===== src/sv/forth_stack_execute_unit_macros.svh =====
// Assertion macros shared by the stack execute unit RTL.
// No dependencies; included by the modules that carry assertions.
`ifndef FORTH_STACK_EXECUTE_UNIT_MACROS_SVH
`define FORTH_STACK_EXECUTE_UNIT_MACROS_SVH

`ifndef SYNTH
// implication check: ante |-> cons
`define FSEU_ASSERT_IMP(label, clk, rst_n, ante, cons, msg) \
    label: assert property (@(posedge clk) disable iff (!rst_n) (ante) |-> (cons)) \
        else $error(msg);
// next-cycle check: ante |=> cons
`define FSEU_ASSERT_NXT(label, clk, rst_n, ante, cons, msg) \
    label: assert property (@(posedge clk) disable iff (!rst_n) (ante) |=> (cons)) \
        else $error(msg);
`else
`define FSEU_ASSERT_IMP(label, clk, rst_n, ante, cons, msg)
`define FSEU_ASSERT_NXT(label, clk, rst_n, ante, cons, msg)
`endif

`endif


===== src/sv/fseu_pkg.sv =====
// Package for the stack execute unit: command, kind and error codes,
// default sizes and the controller/datapath handshake structs. No dependencies.
`default_nettype none

package fseu_pkg;

    localparam int STACK_DEPTH_DEF = 64;
    localparam int CELL_BITS_DEF   = 64;
    localparam int MAX_RESULTS     = 64;

    localparam int CMD_W  = 5;
    localparam int VAL_W  = 64;
    localparam int IP_W   = 16;
    localparam int KIND_W = 3;
    localparam int ERR_W  = 2;
    localparam int S_DATA_W = 96;
    localparam int M_DATA_W = 88;

    // command codes
    localparam logic [CMD_W-1:0] CMD_RET   = 5'd0;
    localparam logic [CMD_W-1:0] CMD_BYE   = 5'd1;
    localparam logic [CMD_W-1:0] CMD_EMIT  = 5'd2;
    localparam logic [CMD_W-1:0] CMD_KEY   = 5'd3;
    localparam logic [CMD_W-1:0] CMD_PRINT = 5'd4;
    localparam logic [CMD_W-1:0] CMD_LIST  = 5'd5;
    localparam logic [CMD_W-1:0] CMD_DEPTH = 5'd6;
    localparam logic [CMD_W-1:0] CMD_ADD   = 5'd7;
    localparam logic [CMD_W-1:0] CMD_SUB   = 5'd8;
    localparam logic [CMD_W-1:0] CMD_MUL   = 5'd9;
    localparam logic [CMD_W-1:0] CMD_DIV   = 5'd10;
    localparam logic [CMD_W-1:0] CMD_MOD   = 5'd11;
    localparam logic [CMD_W-1:0] CMD_GT    = 5'd12;
    localparam logic [CMD_W-1:0] CMD_LT    = 5'd13;
    localparam logic [CMD_W-1:0] CMD_EQ    = 5'd14;
    localparam logic [CMD_W-1:0] CMD_NOT   = 5'd15;
    localparam logic [CMD_W-1:0] CMD_DUP   = 5'd16;
    localparam logic [CMD_W-1:0] CMD_OVER  = 5'd17;
    localparam logic [CMD_W-1:0] CMD_PICK  = 5'd18;
    localparam logic [CMD_W-1:0] CMD_DROP  = 5'd19;
    localparam logic [CMD_W-1:0] CMD_SWAP  = 5'd20;
    localparam logic [CMD_W-1:0] CMD_AGAIN = 5'd21;
    localparam logic [CMD_W-1:0] CMD_SKIP  = 5'd22;
    localparam logic [CMD_W-1:0] CMD_LIT   = 5'd23;

    // result kinds
    localparam logic [KIND_W-1:0] KIND_NONE  = 3'd0;
    localparam logic [KIND_W-1:0] KIND_EMIT  = 3'd1;
    localparam logic [KIND_W-1:0] KIND_PRINT = 3'd2;
    localparam logic [KIND_W-1:0] KIND_LIST  = 3'd3;
    localparam logic [KIND_W-1:0] KIND_HALT  = 3'd4;

    // error codes
    localparam logic [ERR_W-1:0] ERR_NONE  = 2'd0;
    localparam logic [ERR_W-1:0] ERR_UNDER = 2'd1;
    localparam logic [ERR_W-1:0] ERR_OVER  = 2'd2;
    localparam logic [ERR_W-1:0] ERR_DIVZ  = 2'd3;

    // controller to datapath
    typedef struct packed {
        logic load_in;
        logic rd_b;
        logic rd_a;
        logic ld_b;
        logic exec;
        logic pick_rd;
        logic pick_ld;
        logic mul_step;
        logic div_step;
        logic div_fin;
        logic swap_wr;
        logic commit;
        logic list_rd;
        logic list_ld;
        logic list_next;
        logic out_load;
    } t_dp_ctrl;

    // datapath to controller
    typedef struct packed {
        logic err;
        logic op_pick;
        logic op_mul;
        logic op_div;
        logic op_swap;
        logic op_list;
        logic list_empty;
        logic list_last;
        logic unit_done;
        logic out_free;
    } t_dp_status;

endpackage

`default_nettype wire


===== src/sv/fseu_ctrl.sv =====
// Controller state machine of the stack execute unit.
// Depends on fseu_pkg and the assertion macro header.
`default_nettype none
`include "forth_stack_execute_unit_macros.svh"

module fseu_ctrl (
    input  wire                   i_clk,
    input  wire                   i_rst_n,
    input  wire                   i_s_tvalid,
    output logic                  o_s_tready,
    input  fseu_pkg::t_dp_status  i_status,
    output fseu_pkg::t_dp_ctrl    o_ctrl
);

    import fseu_pkg::*;

    typedef enum logic [12:0] {
        S_IDLE    = 13'b0000000000001,
        S_RD_B    = 13'b0000000000010,
        S_RD_A    = 13'b0000000000100,
        S_EXEC    = 13'b0000000001000,
        S_PICK_RD = 13'b0000000010000,
        S_PICK_LD = 13'b0000000100000,
        S_MUL     = 13'b0000001000000,
        S_DIV     = 13'b0000010000000,
        S_SWAP2   = 13'b0000100000000,
        S_COMMIT  = 13'b0001000000000,
        S_OUT     = 13'b0010000000000,
        S_LIST_RD = 13'b0100000000000,
        S_LIST_LD = 13'b1000000000000
    } t_state;

    t_state r_state;
    t_state n_state;

    assign o_s_tready = (r_state == S_IDLE);

    // next state and datapath commands
    always_comb begin
        n_state = r_state;
        o_ctrl  = '0;
        unique case (r_state)
            S_IDLE: begin
                if (i_s_tvalid) begin
                    o_ctrl.load_in = 1'b1;
                    n_state = S_RD_B;
                end
            end
            S_RD_B: begin
                o_ctrl.rd_b = 1'b1;
                n_state = S_RD_A;
            end
            S_RD_A: begin
                o_ctrl.rd_a = 1'b1;
                o_ctrl.ld_b = 1'b1;
                n_state = S_EXEC;
            end
            S_EXEC: begin
                o_ctrl.exec = 1'b1;
                if (i_status.err) begin
                    n_state = S_COMMIT;
                end else if (i_status.op_pick) begin
                    n_state = S_PICK_RD;
                end else if (i_status.op_mul) begin
                    n_state = S_MUL;
                end else if (i_status.op_div) begin
                    n_state = S_DIV;
                end else if (i_status.op_swap) begin
                    n_state = S_SWAP2;
                end else if (i_status.op_list) begin
                    n_state = i_status.list_empty ? S_OUT : S_LIST_RD;
                end else begin
                    n_state = S_COMMIT;
                end
            end
            S_PICK_RD: begin
                o_ctrl.pick_rd = 1'b1;
                n_state = S_PICK_LD;
            end
            S_PICK_LD: begin
                o_ctrl.pick_ld = 1'b1;
                n_state = S_COMMIT;
            end
            S_MUL: begin
                if (i_status.unit_done) begin
                    n_state = S_COMMIT;
                end else begin
                    o_ctrl.mul_step = 1'b1;
                end
            end
            S_DIV: begin
                if (i_status.unit_done) begin
                    o_ctrl.div_fin = 1'b1;
                    n_state = S_COMMIT;
                end else begin
                    o_ctrl.div_step = 1'b1;
                end
            end
            S_SWAP2: begin
                o_ctrl.swap_wr = 1'b1;
                n_state = S_COMMIT;
            end
            S_COMMIT: begin
                o_ctrl.commit = 1'b1;
                n_state = S_OUT;
            end
            S_OUT: begin
                if (i_status.out_free) begin
                    o_ctrl.out_load = 1'b1;
                    if (i_status.op_list && !i_status.list_empty && !i_status.list_last) begin
                        o_ctrl.list_next = 1'b1;
                        n_state = S_LIST_RD;
                    end else begin
                        n_state = S_IDLE;
                    end
                end
            end
            S_LIST_RD: begin
                o_ctrl.list_rd = 1'b1;
                n_state = S_LIST_LD;
            end
            S_LIST_LD: begin
                o_ctrl.list_ld = 1'b1;
                n_state = S_OUT;
            end
            default: begin
                n_state = S_IDLE;
            end
        endcase
    end

    // state register
    always_ff @(posedge i_clk) begin
        if (!i_rst_n) begin
            r_state <= S_IDLE;
        end else begin
            r_state <= n_state;
        end
    end

    // checks
    `FSEU_ASSERT_NXT(a_accept_starts, i_clk, i_rst_n, i_s_tvalid && o_s_tready, r_state == S_RD_B, "accepted transaction did not start")
    `FSEU_ASSERT_NXT(a_out_waits, i_clk, i_rst_n, r_state == S_OUT && !i_status.out_free, r_state == S_OUT, "left output state while blocked")

endmodule

`default_nettype wire


===== config.mk =====
export PLATFORM = sky130hd
export DESIGN_NAME = fseu_ctrl
export DESIGN_NICKNAME = d
export VERILOG_FILES = /design/src/sv/fseu_pkg.sv /design/src/sv/fseu_ctrl.sv
export VERILOG_INCLUDE_DIRS = /design/src /design/src/sv
export SDC_FILE = /design/constraint.sdc
export NUM_CORES = 1
export LEC_CHECK = 0
export ABC_CLOCK_PERIOD_IN_PS = 2000
export BUFFER_PORTS_ARGS = -buffer_cell sky130_fd_sc_hd__buf_2
export CORE_AREA = 2 2 49 51
export DETAILED_ROUTE_END_ITERATION = 6
export DIE_AREA = 0 0 51 53
export PLACE_DENSITY = 0.76
export SLEW_MARGIN = 20
export SYNTH_ARGS = -nofsm -noshare
export SYNTH_HDL_FRONTEND = slang
export SYNTH_SLANG_ARGS = --single-unit

===== constraint.sdc =====
create_clock -name i_clk -period 2 [get_ports i_clk]
set_input_delay 0.2 -clock i_clk [delete_from_list [all_inputs] [get_ports i_clk]]
set_output_delay 0.2 -clock i_clk [all_outputs]
set_load 0.05 [all_outputs]

# Yosys cells after proc, flatten, opt, wreduce, memory -nomap -nowiden

Index checks and enable logic that the tools add are counted.

Word-level logic and storage cells: 55
Memories: 0
Bits of input ports: 13
Memory bits (writable): 0
Latch bits: 0
ROM bits: 0
Register bits after elaboration: 13

Add/subtract/negate cells: 0
Reduce and logical (&&, ||, !) cells: 8
Order comparisons: 0
Multiplexer cells: 30
Eq/ne operators: 16
Shift-type cells: 0
Div/mod/pow operators: 0
Multipliers: 0
Bitwise operators: 0

Operators with widths:

| operator                                                                 | count |
|---|---|
| 13-bit one-hot mux with 10 select lines                                  | 1 |
| 13-bit two-way mux                                                       | 8 |
| 12-bit two-way mux                                                       | 3 |
| 1-bit two-way mux                                                        | 14 |
| 13-bit by 1-bit equality test with 1-bit output (second input constant)  | 1 |
| 13-bit by 10-bit equality test with 1-bit output (second input constant) | 1 |
| 13-bit by 11-bit equality test with 1-bit output (second input constant) | 1 |
| 13-bit by 12-bit equality test with 1-bit output (second input constant) | 1 |
| 13-bit equality test (second input constant)                             | 1 |
| 13-bit by 2-bit equality test with 1-bit output (second input constant)  | 1 |
| 13-bit by 3-bit equality test with 1-bit output (second input constant)  | 1 |
| 13-bit by 4-bit equality test with 1-bit output (second input constant)  | 1 |
| 13-bit by 5-bit equality test with 1-bit output (second input constant)  | 1 |
| 13-bit by 6-bit equality test with 1-bit output (second input constant)  | 1 |
| 13-bit by 7-bit equality test with 1-bit output (second input constant)  | 1 |
| 13-bit by 8-bit equality test with 1-bit output (second input constant)  | 1 |
| 13-bit by 9-bit equality test with 1-bit output (second input constant)  | 1 |
| 2-bit two-way mux                                                        | 4 |
| 2-bit OR reduction                                                       | 3 |
| 2-bit != test (second input constant)                                    | 2 |
| 3-bit AND reduction                                                      | 1 |
| 1-bit logical AND                                                        | 2 |
| 1-bit zero test                                                          | 2 |
| 2-bit by 1-bit != test with 1-bit output (second input constant)         | 1 |

# Logic depth before layout (Yosys ltp)

Depth after elaboration: 8
Mapped depth: 8
Gate-level depth less buffers: 6

# Worst setup path before layout

No wires, ideal clock.

Path kind: register to output
Start point: register r_state[4]
End point: output o_ctrl[13] (netlist bit)
Slack: -0.740 ns
Data required time: 1.800 ns
Cell stages (with the launch flop): 6
Data arrival time: 2.540 ns
Cell sequence: dfxtp_1 -> buf_6 -> nor4_4 -> nand3_4 -> nor3_1 -> buf_4

RTL lines:

| what                     | line             | RTL |
|---|---|---|
| start: declaration       | fseu_ctrl.sv:33  | `t_state r_state;` |
| start signal: assignment | fseu_ctrl.sv:137 | `r_state <= n_state;` |
| end: declaration         | fseu_ctrl.sv:12  | `output fseu_pkg::t_dp_ctrl o_ctrl` |

==> reports/metrics.yaml <==
setup_path:
  crit_path_max_fanout: 4
  cp-start-kind: "flip-flop"
  critPathLaunch: "r_state[6]$_SDFFE_PN0P_"
  r2r-end: "r_state[9]$_SDFFE_PN0P_"
  cpPeakStageDelay_ns: 0.40
  rr_startpoint: "r_state[6]$_SDFFE_PN0P_"
  crit_chain: "nor4_4, buf_4, nand3_4, or3_4, clkinvlp_4, and2_4, buf_8"
  cp.depth: 7
  path_buf_inv: 3
  crit_end: "o_ctrl[15]"
  crit_family: "simple AND/OR/NAND/NOR gates"
  critPathKind: "reg -> out"
  slowest_stage: "or3_4"
  ff2ff_setup_slack_ns: 0.03
  required_ns: 1.80
  reg2reg_depth: 9
  critPathArrivalTime_ns: 1.90
  worstSetupEndpointType: "output port"
logic_synthesis:
  seq_area_frac_synth: 0.2762
  ys.flop_type: "dfxtp_1"
  post_synth.cell_area_avg_um2: 8.565
  synth_edf_count: 0
  syn_inst: 110
  async_flop_share: 0
  synthDistinctLibCells: 46
  yosys_register_bits: 13
  synthesis.area_um2: 942.2
  yosys_warnings: 0
  synth_fp_nets: 123
layout:
  reg_top3: "r_state (13)"
  final_common_cell: "buf_4"
  num_antenna_cells: 0
  drive_gt1_frac: 0.5926
  syn2layout_area_growth_pct: 62.95
  fin_cells: 190
  largest_register_ffs: 13
  top_register: "r_state"
  nets: 176
  mostFrequentLayoutCells: "buf_4 (22), buf_2 (14), buf_6 (13)"
min_path:
  min-delay-path-class: "in -> reg"
cts:
  cts_tree: "done"
  cts_buffer_depth: 2
  htree_levels: 1
  cts.clk_slew.worst_paths_ns: 0.08
  cts-root-buf: "clkbuf_4"
  clkSinkCount: 13
  cts_made_buffers: 3
  clk_latency_ns: 0.27
routing:
  routed_wl_um: 2827
  antenna_left: 0
  drc: 0
  via_count: 1061
  post_drt_wl_per_cell_um: 14.88
  firstDrtPassIters: 4
  first_iter_violations: 39
  vias_per_cell: 5.584
power_and_ir_drop:
  ir_drop_mv: 0.4567
  p_per_area_mw_per_mm2: 499.8
  leakage_nw: 0.6641
  totalPowerFinal_w: 0.0007673
timing:
  slew_headroom: 0.7443
  slew_violations: 0
  tightest_slew_ns: 0.3800
  hold_violations: 0
  setup_viol: 6
  period_needed_ns: 2.104
  fmax_mhz: 475.2
  clock-skew-final_ns: 0.0009691
  fin_crit_sh: 1.052
  rsz0062_at_grt: "true"
  fin_ws_ns: -0.1044
die:
  floorplan.initialDensity: 0.4386
  ios: 30
  core_area_mm2: 0.002148
  die_width_um: 51
  die_h_um: 53
  rows: 17
  die_area_mm2: 0.002703
placement:
  gp_congestion: 0.8111
  hpwlAfterDp_um: 2002
  io_buffer_count: 29
  dp.cells: 178
  place_ws_ns: 0.06837
run_status:
  status: "complete, but fails checks"
  violations: "setup timing"
global_route:
  grtUsageTotal: 0.2258
  grt_pass1_wl_um: 4505
  grt_max_degree: 10
  grt_pass1_vias: 1041
  antenna_found_initial: 0
  grt-ovfl-total: 0
run:
  max_cap_violations: 0
-- metrics by stage --
step	area [um2]	utilization	hold slack [ns]	TNS [ns]
5_1_grt	1535	0.7146	0.1060	-1.339
6_report	1535	0.7146	0.1086	-0.2822
2_1_floorplan	979.7	-	0.2714	-1.563
3_3_place_gp	1231	0.5731	0.3929	0
4_1_cts	1363	0.6342	0.1009	-0.3862
3_5_place_dp	1231	0.5731	0.3990	0
-- logic make-up (layout without fill, tap and decap cells) --
family / count (synthesis) / after routing / share of synthesized area
xor+xnor: 3 / 3 / 0.02789
compound gates: 19 / 19 / 0.1342
simple gates: 67 / 67 / 0.5020
buf+inv: 8 / 60 / 0.05976
flops: 13 / 13 / 0.2762
-- synth_stat cells (2+ instances only) --
cell      count  area, um2
inv_1         4      15.01
nand4_1       2      12.51
nor3b_1       4      30.03
nor4_2        3      37.54
nor4b_2       2      30.03
and2_1        4      25.02
nand4b_1      2      17.52
xor2_1        3      26.28
nor3_1        6      30.03
nand3_1       2      10.01
nor2_1       11      41.29
nand2b_1      3      18.77
o21ai_0       7      35.03
buf_6         3      33.78
nor2b_1       5      31.28
dfxtp_1      13      260.3
nor4_1        4      25.02
a31oi_1       2      12.51
nand2_1       3      11.26
-- power by group --
group | leakage, nW | internal [W] | switching (W) | total, W
logic | 0.539 | 0.000154 | 0.000166 | 0.000320
registers | 0.107 | 0.000269 | 0.0000168 | 0.000286
clock network | 0.0177 | 0.0000741 | 0.0000869 | 0.000161
total | 0.664 | 0.000497 | 0.000270 | 0.000767
-- area by class of cell --
cell class / count / area, um2
Multi-Input combinational cell: 89 / 768.2
Fill cell: 157 / 613.1
Timing Repair Buffer: 52 / 419.2
Sequential cell: 13 / 266.5
Tap cell: 28 / 35.03
Clock buffer: 3 / 22.52
Inverter: 4 / 18.77
Clock inverter: 1 / 5.005
-- routing by layer --
metal | vias to the layer above | track usage | share of wire
met5 | - | 0 | 0
met2 | 41 | 0.3983 | 0.53
li1 | 517 | - | -
met3 | 7 | 0.03107 | 0.035
met1 | 496 | 0.2565 | 0.42
met4 | 0 | 0.1396 | 0.017
-- timing repair --
action	4_1_cts	5_1_grt
resized for setup	20	46
hold buffers	0	0
buffers inserted	5	3
pin swaps	8	7
endpoints found under the setup margin	13	21
hold endpoints to repair	0	0
-- how the worst min path moves through the flow --
stage,startpoint,end,cells after the start
finish,i_status[3],r_state[11]$_SDFFE_PN0P_,2
global route,i_status[3],r_state[11]$_SDFFE_PN0P_,2
CTS,i_status[3],r_state[11]$_SDFFE_PN0P_,2
detailed placement,i_status[3],r_state[11]$_SDFFE_PN0P_,2
global placement,i_status[3],r_state[11]$_SDFFE_PN0P_,2
floorplan,i_status[3],r_state[11]$_SDFFE_PN0P_,1
(Power assumes the default switching activity.)
